<file path="src/rsm_pkg.sv">
// Shared constants and widths for the row softmax block.
package rsm_pkg;

	localparam int MAX_CLASSES_DEF = 16;

	localparam int LOGIT_W = 16;
	localparam int PROB_W  = 16;
	localparam int IDX_W   = 4;
	localparam int EXP_W   = 17;
	localparam int SUM_W   = 32;
	localparam int SHIFT_W = 5;

	localparam logic [15:0] LOG2E_Q8   = 16'd369;
	localparam logic [15:0] POLY_C1    = 16'd43024;
	localparam logic [15:0] POLY_C2    = 16'd10256;
	localparam logic [15:0] EXP_CUTOFF = 16'd4096;
	localparam logic [SHIFT_W-1:0] SHIFT_LIMIT = 5'd17;

	localparam logic [LOGIT_W-1:0] MAX_RESET = 16'h8000;
	localparam logic [PROB_W-1:0]  PROB_SAT  = 16'hFFFF;

endpackage

</file>
<file path="src/rsm_row_mem.sv">
// Row logit storage: one write port, one registered read port.
module rsm_row_mem #(
	parameter int DEPTH = rsm_pkg::MAX_CLASSES_DEF,
	parameter int AW    = (DEPTH > 1) ? $clog2(DEPTH) : 1
) (
	input  logic                        clk,
	input  logic                        wr_en,
	input  logic [AW-1:0]               wr_addr,
	input  logic [rsm_pkg::LOGIT_W-1:0] wr_data,
	input  logic                        rd_en,
	input  logic [AW-1:0]               rd_addr,
	output logic [rsm_pkg::LOGIT_W-1:0] rd_data
);
	import rsm_pkg::*;

	logic [LOGIT_W-1:0] mem_q [DEPTH];
	logic [LOGIT_W-1:0] rd_data_q;

	always_ff @(posedge clk) begin
		if (wr_en) begin
			mem_q[wr_addr] <= wr_data;
		end
		if (rd_en) begin
			rd_data_q <= mem_q[rd_addr];
		end
	end

	assign rd_data = rd_data_q;

endmodule

</file>
<file path="src/rsm_exp_unit.sv">
// exp(-a) in Q1.16 through one shared 16x16 multiplier over four steps.
module rsm_exp_unit (
	input  logic                      clk,
	input  logic                      arst_n,
	input  logic                      start,
	input  logic [15:0]               arg,
	output logic                      done,
	output logic [rsm_pkg::EXP_W-1:0] value
);
	import rsm_pkg::*;

	localparam logic [2:0] STEP_T  = 3'd1;
	localparam logic [2:0] STEP_U2 = 3'd2;
	localparam logic [2:0] STEP_C1 = 3'd3;
	localparam logic [2:0] STEP_C2 = 3'd4;

	logic               busy_q;
	logic [2:0]         step_q;
	logic               done_q;
	logic [15:0]        a_q;
	logic [15:0]        u_q;
	logic [15:0]        u2_q;
	logic [15:0]        c1u_q;
	logic [SHIFT_W-1:0] k_q;
	logic               kill_q;
	logic [EXP_W-1:0]   e_q;

	logic [15:0] mul_a;
	logic [15:0] mul_b;
	logic [31:0] prod;
	logic [17:0] poly;
	logic [EXP_W-1:0] poly_sh;

	always_comb begin
		case (step_q)
			STEP_T: begin
				mul_a = a_q;
				mul_b = LOG2E_Q8;
			end
			STEP_U2: begin
				mul_a = u_q;
				mul_b = u_q;
			end
			STEP_C1: begin
				mul_a = POLY_C1;
				mul_b = u_q;
			end
			STEP_C2: begin
				mul_a = POLY_C2;
				mul_b = u2_q;
			end
			default: begin
				mul_a = '0;
				mul_b = '0;
			end
		endcase
	end

	assign prod    = mul_a * mul_b;
	assign poly    = 18'h10000 + {2'b00, prod[31:16]} - {2'b00, c1u_q};
	assign poly_sh = poly[EXP_W-1:0] >> k_q;

	always_ff @(posedge clk or negedge arst_n) begin
		if (!arst_n) begin
			busy_q <= 1'b0;
			step_q <= '0;
			done_q <= 1'b0;
		end else begin
			done_q <= 1'b0;
			if (!busy_q) begin
				if (start) begin
					busy_q <= 1'b1;
					step_q <= STEP_T;
				end
			end else if (step_q == STEP_C2) begin
				busy_q <= 1'b0;
				step_q <= '0;
				done_q <= 1'b1;
			end else begin
				step_q <= step_q + 3'd1;
			end
		end
	end

	always_ff @(posedge clk) begin
		if (!busy_q && start) begin
			a_q <= arg;
		end
		if (busy_q) begin
			case (step_q)
				STEP_T: begin
					u_q    <= prod[15:0];
					k_q    <= prod[20:16];
					kill_q <= (a_q > EXP_CUTOFF) || (prod[31:16] >= {11'd0, SHIFT_LIMIT});
				end
				STEP_U2: u2_q  <= prod[31:16];
				STEP_C1: c1u_q <= prod[31:16];
				STEP_C2: e_q   <= kill_q ? '0 : poly_sh;
				default: ;
			endcase
		end
	end

	assign done  = done_q;
	assign value = e_q;

endmodule

</file>
<file path="src/rsm_div_unit.sv">
// Restoring divider: (e << 16) / sum, one quotient bit per cycle, saturated.
module rsm_div_unit (
	input  logic                       clk,
	input  logic                       arst_n,
	input  logic                       start,
	input  logic [rsm_pkg::EXP_W-1:0]  dividend,
	input  logic [rsm_pkg::SUM_W-1:0]  divisor,
	output logic                       done,
	output logic [rsm_pkg::PROB_W-1:0] quotient
);
	import rsm_pkg::*;

	localparam int REM_W = SUM_W + 2;
	localparam logic [4:0] LAST_BIT = 5'(EXP_W - 1);

	logic               busy_q;
	logic               done_q;
	logic [4:0]         cnt_q;
	logic [REM_W-1:0]   rem_q;
	logic [EXP_W-1:0]   q_q;
	logic [SUM_W-1:0]   div_q;

	logic [REM_W-1:0] trial;
	logic             fits;

	assign trial = (cnt_q == '0) ? rem_q : {rem_q[REM_W-2:0], 1'b0};
	assign fits  = trial >= {2'b00, div_q};

	always_ff @(posedge clk or negedge arst_n) begin
		if (!arst_n) begin
			busy_q <= 1'b0;
			done_q <= 1'b0;
			cnt_q  <= '0;
		end else begin
			done_q <= 1'b0;
			if (!busy_q) begin
				if (start) begin
					busy_q <= 1'b1;
					cnt_q  <= '0;
				end
			end else if (cnt_q == LAST_BIT) begin
				busy_q <= 1'b0;
				done_q <= 1'b1;
			end else begin
				cnt_q <= cnt_q + 5'd1;
			end
		end
	end

	always_ff @(posedge clk) begin
		if (!busy_q && start) begin
			rem_q <= {{(REM_W-EXP_W){1'b0}}, dividend};
			div_q <= divisor;
		end else if (busy_q) begin
			rem_q <= fits ? (trial - {2'b00, div_q}) : trial;
			q_q   <= {q_q[EXP_W-2:0], fits};
		end
	end

	assign done     = done_q;
	assign quotient = q_q[EXP_W-1] ? PROB_SAT : q_q[PROB_W-1:0];

endmodule

</file>
<file path="src/row_softmax_top.sv">
// Row softmax top level: row capture, max, exp sum pass and divide pass.
//
//  channel | beat fields                           | handshake
//  in      | logit[15:0] signed, last               | logit_valid / logit_ready
//  out     | probability[15:0], class_index, final_res | prob_valid / prob_ready
//
// Logit beats are accepted back to back while a row is collected. After the last
// beat, the sum pass reads each logit and runs the four multiplier steps of the
// exp unit, and the output pass reads each logit again and runs the exp unit,
// the divider and the emit, where it waits while the output is stalled.
// logit_ready is low from the last beat until the final result is taken.
// Reset clears the row count, sum and sequencer and sets the maximum to the most negative logit.
module row_softmax_top #(
	parameter int MAX_CLASSES = rsm_pkg::MAX_CLASSES_DEF
) (
	input  logic                        clk,
	input  logic                        arst_n,
	input  logic                        logit_valid,
	output logic                        logit_ready,
	input  logic [rsm_pkg::LOGIT_W-1:0] logit,
	input  logic                        last,
	output logic                        prob_valid,
	input  logic                        prob_ready,
	output logic [rsm_pkg::PROB_W-1:0]  probability,
	output logic [rsm_pkg::IDX_W-1:0]   class_index,
	output logic                        final_res
);
	import rsm_pkg::*;

	localparam int CW = $clog2(MAX_CLASSES + 1);
	localparam int AW = (MAX_CLASSES > 1) ? $clog2(MAX_CLASSES) : 1;
	localparam logic [CW-1:0] MAX_CNT = CW'(MAX_CLASSES);

	localparam logic [2:0] ST_COLLECT  = 3'd0;
	localparam logic [2:0] ST_READ     = 3'd1;
	localparam logic [2:0] ST_EXP_GO   = 3'd2;
	localparam logic [2:0] ST_EXP_WAIT = 3'd3;
	localparam logic [2:0] ST_DIV_WAIT = 3'd4;
	localparam logic [2:0] ST_EMIT     = 3'd5;

	logic [2:0]         state_q;
	logic               pass_q;
	logic [CW-1:0]      count_q;
	logic [CW-1:0]      idx_q;
	logic [LOGIT_W-1:0] max_q;
	logic [SUM_W-1:0]   sum_q;
	logic               out_valid_q;
	logic [PROB_W-1:0]  prob_q;
	logic [IDX_W-1:0]   class_q;
	logic               final_q;

	logic               in_acc;
	logic               out_acc;
	logic               store_ok;
	logic               is_last_idx;
	logic [LOGIT_W-1:0] rd_data;
	logic [16:0]        diff;
	logic               exp_done;
	logic [EXP_W-1:0]   exp_val;
	logic               div_done;
	logic [PROB_W-1:0]  div_q;
	logic [IDX_W+CW-1:0] idx_ext;

	assign in_acc      = logit_valid && logit_ready;
	assign out_acc     = prob_valid && prob_ready;
	assign store_ok    = count_q < MAX_CNT;
	assign is_last_idx = (idx_q + CW'(1)) == count_q;
	assign diff        = {max_q[15], max_q} - {rd_data[15], rd_data};
	assign idx_ext     = {{IDX_W{1'b0}}, idx_q};

	rsm_row_mem #(
		.DEPTH(MAX_CLASSES),
		.AW   (AW)
	) u_mem (
		.clk    (clk),
		.wr_en  (in_acc && store_ok),
		.wr_addr(count_q[AW-1:0]),
		.wr_data(logit),
		.rd_en  (state_q == ST_READ),
		.rd_addr(idx_q[AW-1:0]),
		.rd_data(rd_data)
	);

	rsm_exp_unit u_exp (
		.clk   (clk),
		.arst_n(arst_n),
		.start (state_q == ST_EXP_GO),
		.arg   (diff[15:0]),
		.done  (exp_done),
		.value (exp_val)
	);

	rsm_div_unit u_div (
		.clk     (clk),
		.arst_n  (arst_n),
		.start   (state_q == ST_EXP_WAIT && exp_done && pass_q),
		.dividend(exp_val),
		.divisor (sum_q),
		.done    (div_done),
		.quotient(div_q)
	);

	always_ff @(posedge clk or negedge arst_n) begin
		if (!arst_n) begin
			state_q     <= ST_COLLECT;
			pass_q      <= 1'b0;
			count_q     <= '0;
			idx_q       <= '0;
			max_q       <= MAX_RESET;
			sum_q       <= '0;
			out_valid_q <= 1'b0;
		end else begin
			case (state_q)
				ST_COLLECT: begin
					if (in_acc) begin
						if (store_ok) begin
							count_q <= count_q + CW'(1);
							if ($signed(logit) > $signed(max_q)) begin
								max_q <= logit;
							end
						end
						if (last) begin
							idx_q   <= '0;
							pass_q  <= 1'b0;
							sum_q   <= '0;
							state_q <= ST_READ;
						end
					end
				end
				ST_READ: state_q <= ST_EXP_GO;
				ST_EXP_GO: state_q <= ST_EXP_WAIT;
				ST_EXP_WAIT: begin
					if (exp_done) begin
						if (pass_q) begin
							state_q <= ST_DIV_WAIT;
						end else begin
							sum_q   <= sum_q + {{(SUM_W-EXP_W){1'b0}}, exp_val};
							state_q <= ST_READ;
							if (is_last_idx) begin
								idx_q  <= '0;
								pass_q <= 1'b1;
							end else begin
								idx_q <= idx_q + CW'(1);
							end
						end
					end
				end
				ST_DIV_WAIT: begin
					if (div_done) begin
						out_valid_q <= 1'b1;
						state_q     <= ST_EMIT;
					end
				end
				ST_EMIT: begin
					if (out_acc) begin
						out_valid_q <= 1'b0;
						if (is_last_idx) begin
							count_q <= '0;
							max_q   <= MAX_RESET;
							sum_q   <= '0;
							pass_q  <= 1'b0;
							idx_q   <= '0;
							state_q <= ST_COLLECT;
						end else begin
							idx_q   <= idx_q + CW'(1);
							state_q <= ST_READ;
						end
					end
				end
				default: state_q <= ST_COLLECT;
			endcase
		end
	end

	always_ff @(posedge clk) begin
		if (state_q == ST_DIV_WAIT && div_done) begin
			prob_q  <= div_q;
			class_q <= idx_ext[IDX_W-1:0];
			final_q <= is_last_idx;
		end
	end

	assign logit_ready = (state_q == ST_COLLECT);
	assign prob_valid  = out_valid_q;
	assign probability = prob_q;
	assign class_index = class_q;
	assign final_res   = final_q;

	a_no_overlap: assert property (@(posedge clk) disable iff (!arst_n)
		!(logit_ready && prob_valid))
		else $error("input taken while a result is pending");

	a_exp_done_state: assert property (@(posedge clk) disable iff (!arst_n)
		exp_done |-> (state_q == ST_EXP_WAIT))
		else $error("exp result arrived outside its wait state");

	a_div_done_state: assert property (@(posedge clk) disable iff (!arst_n)
		div_done |-> (state_q == ST_DIV_WAIT))
		else $error("divide result arrived outside its wait state");

	a_count_bound: assert property (@(posedge clk) disable iff (!arst_n)
		count_q <= MAX_CNT)
		else $error("row count beyond capacity");

	a_emit_index: assert property (@(posedge clk) disable iff (!arst_n)
		(state_q != ST_COLLECT) |-> (idx_q < count_q))
		else $error("row index beyond stored logits");

endmodule
</file>
<file path="config.mk">
export PLATFORM = sky130hd
export DESIGN_NAME = row_softmax_top
export DESIGN_NICKNAME = d
export VERILOG_FILES = /design/src/rsm_pkg.sv /design/src/rsm_row_mem.sv /design/src/rsm_exp_unit.sv /design/src/rsm_div_unit.sv /design/src/row_softmax_top.sv
export SDC_FILE = /design/constraint.sdc
export NUM_CORES = 1
export LEC_CHECK = 0
export BUFFER_PORTS_ARGS = -buffer_cell sky130_fd_sc_hd__buf_2
export CAP_MARGIN = 20
export CORE_UTILIZATION = 45
export CTS_BUF_LIST = sky130_fd_sc_hd__clkbuf_8
export DETAILED_ROUTE_END_ITERATION = 7
export GPL_ROUTABILITY_DRIVEN = 0
export HOLD_SLACK_MARGIN = 0.05
export SYNTH_ARGS = -nofsm -noshare
export SYNTH_HDL_FRONTEND = slang
export SYNTH_SLANG_ARGS = --single-unit
</file>
<file path="constraint.sdc">
create_clock -name clk -period 18.9 [get_ports clk]
set_input_delay 0.945 -clock clk [delete_from_list [all_inputs] [get_ports clk]]
set_output_delay 0.945 -clock clk [all_outputs]
set_load 0.02 [all_outputs]
</file>
==> metrics.md <==
| Metric | Value |
|---|---|
| Status | complete, no violations |
| Port Buffers | 43 |
| Mean post-synth cell area | 11.8 um^2 |
| Layout cell share with drive strength beyond 1 | 12.7% |
| Leakage Power | 15.4 nW |
| CTS max path bufs | 3 |
| Post-route clock period utilization | 59.9% |
| Vias | 23,100 |
| Post-synth ARST share | 13.9% |
| Routed wire length | 83,800 um |
| Register area share after synthesis | 45.6% |
| Drt wl/cell | 20.7 um |
| Synth Net Count | 3,342 |
| Final Hold Fails | 0 |
| CP startpoint kind | flop |
| Total power draw | 2.29 mW |
| Worst EP required | 19.33 ns |
| Hold WC Path Type | in2async |
| Number of post-CTS setup repair buffers | 0 |
| Initial DRC Count | 1,913 |
| CTS Buf Count | 91 |
| Crit path top cell by count | fa_1 |
| Post-synth EDFFs | 446 |
| Final setup skew | 0.0336 ns |
| Final min period | 11.32 ns |
| Largest net degree at the start of global routing | 76 |
| # hold bufs at CTS | 0 |
| VDD IR max | 0.0641 mV |
| First-pass GRT wire length | 133,000 um |
| Slew Viols, Final | 0 |
| Starting density of the core | 45.7% |
| First-pass DRT Iterations | 6 |
| Top FF cell, synth | edfxtp_1 |
| Fill cell count | 6,537 |
| Max Fclk | 0.0884 GHz |
| Worst-path maximum fanout | 29 |
| Most frequent cells in the layout | edfxtp_1, inv_1, nand2_1, nor2_1, ha_1 |
| Die Y | 278 um |
| Unrepaired setup endpoints after global routing | no |
| Total I/O pin count | 44 |
| Critical-path cell with the highest stage delay | nor2b_2 |
| Clk pin slew, worst setup/hold paths | 0.06 ns |
| Die X | 278 um |
| Die ar. | 77,300 um^2 |
| FF+latch count, synth | 538 |
| Row cnt | 100 |
| Most common cell after layout, fill and taps aside | edfxtp_1 |
| CTS Root Cell | clkbuf_8 |
| Post-CTS Resized | 0 |
| Synth cell types | 84 |
| Total of max-cap violations | 0 |
| DRC | 0 |
| Mapped Area | 34,300 um^2 |
| Initial antenna violation count | 4 |
| Overall routing resource usage | 22.0% |
| Relative slew slack | 27.9% |
| Core box area | 74,900 um^2 |
| Vias per cell | 5.71 |
| Synth warnings | 0 |
| Post-synthesis cell count | 2,911 |
| Syn-to-layout area delta | 9.63% |
| Critical Setup Path Class | reg2reg |
| Worst-Skew Late Latency | 0.68 ns |
| Worst-Margin Slew | 1.08 ns |
| Setup crit end kind | flop |
| DRT antenna net count | 0 |
| Vias in the first global route | 23,500 |
| Final Setup Violations | 0 |
| Nets | 3,426 |
| Clock Sinks | 538 |
| Post-DP HPWL | 59,900 um |
| Setup TNS Final | 0 ns |
| CTS tree | built |
| Htree depth | 3 |
| Total gr overflow | 0 |
| Crit path arrival time | 11.74 ns |
| PD cells | 61.1 nW/um^2 |
| Max incr delay on CP | 0.86 ns |
path summary, 6_finish.rpt:
check / from / endpoint / slack (ns) / depth (start not counted)
max in group asynchronous: arst_n / max_q[15]$_DFFE_PN1P_ / 18.01 / 2
worst max register to register: u_exp.step_q[0]$_DFFE_PN0P_ / u_exp.value[3]$_SDFFCE_PP0P_ / 7.58 / 33
min in group clk: u_div.q_q[6]$_DFFE_PP_ / u_div.q_q[7]$_DFFE_PP_ / 0.43 / 0
worst min-delay path: arst_n / sum_q[21]$_DFFE_PN0P_ / 0.24 / 1
worst max-delay path: u_exp.step_q[0]$_DFFE_PN0P_ / u_exp.value[3]$_SDFFCE_PP0P_ / 7.58 / 33
worst min register to register: u_div.q_q[6]$_DFFE_PP_ / u_div.q_q[7]$_DFFE_PP_ / 0.43 / 0
through the flow:
stage	hold slack [ns]	setup slack (ns)	std cells	area, um^2	util [%]
2_1_floorplan	0.417	9.05	2911	34300	-
3_3_place_gp	0.422	8.03	3868	35700	47.7
3_5_place_dp	0.425	7.68	3868	35700	47.7
4_1_cts	0.440	7.63	4036	37500	50.0
5_1_grt	0.225	6.98	4042	37600	50.1
6_report	0.236	7.58	4042	37600	50.1
flip-flops by register name (all words and copies together) (netlist names), 5 cells and up:
register / flops
u_exp.u_q: 16
count_q: 5
u_div.q_q: 17
sum_q: 32
u_div.rem_q: 34
probability: 16
u_div.div_q: 32
u_exp.k_q: 5
u_div.cnt_q: 5
max_q: 16
u_exp.u2_q: 16
u_mem.mem_q: 256
u_exp.value: 17
u_exp.a_q: 16
u_exp.c1u_q: 16
idx_q: 5
u_mem.rd_data: 16
per-layer routing:
layer	track usage, %	vias up	share of wire, %
li1	-	10500	-
met3	3.22	109	5.9
met2	36.6	676	48
met1	30.4	11800	44
met4	5.27	2	1.7
met5	0	-	0.016
power by group:
part	total [mW]	internal (mW)	switching [mW]
combinational	0.0195	0.00398	0.0155
sequential	1.28	1.28	0
clock	0.997	0.517	0.480
total	2.29	1.80	0.495
critical path: cells and delay by family (launching register included):
family	cells	cell delay, ns
AO/OA/AOI/OAI	11	3.08
XOR/XNOR	1	0.43
adder cells (fa/ha/maj)	9	4.00
buffers and inverters	4	0.25
flip-flops	1	0.43
multiplexers	1	0.28
AND/OR/NAND/NOR	7	2.59
cell families after synthesis:
family / count (synthesis) / share of synthesized area, %
and+or+nand+nor: 755 / 9.94
DFF: 538 / 45.6
AOI/OAI and AO/OA: 487 / 9.59
buffers and inverters: 453 / 4.98
adders and majority gates: 410 / 19.3
muxes: 156 / 7.72
xor gates and xnor gates: 112 / 2.91
Yosys cell counts, drive strengths merged, types with 10 or more instances:
cell    instances  share of area (%)
and2           18               0.33
fa            198                 12
a22o           36               0.92
a32oi          11               0.28
a221oi         10               0.26
nor2          259                2.8
inv           346                3.8
clkbuf         87               0.96
xor2           45                1.2
or2            23               0.42
a31oi          15               0.27
nor4           11               0.20
xnor2          66                1.7
a21o           48                1.1
dfrtp          74                5.4
o21bai         12               0.26
a211oi         13               0.30
mux2i          38                1.1
nor3           27               0.41
nand4          16               0.29
nand3          38               0.56
edfxtp        446                 39
dfxtp          17               0.99
and3           24               0.44
a22oi          23               0.52
nor2b          27               0.49
nand2b         19               0.35
nand2         260                2.8
mux2           35                1.2
o21a           24               0.53
a21oi         106                1.5
mux4           83                5.5
o21ai         110                1.6
buf            16               0.19
ha            212                7.7
area by class of cell:
class / count / area (um^2) / share of cell area, %
multi-input combinational: 1920 / 17000 / 45.3
clock inverter: 68 / 373 / 0.993
sequential: 538 / 15600 / 41.6
tap: 969 / 1210 / 3.23
clock buffer: 100 / 1380 / 3.66
timing repair buffer: 94 / 644 / 1.72
antenna: 3 / 7.51 / 0.0200
inverter: 350 / 1310 / 3.50
No activity file was read; power rests on OpenSTA's default activity.
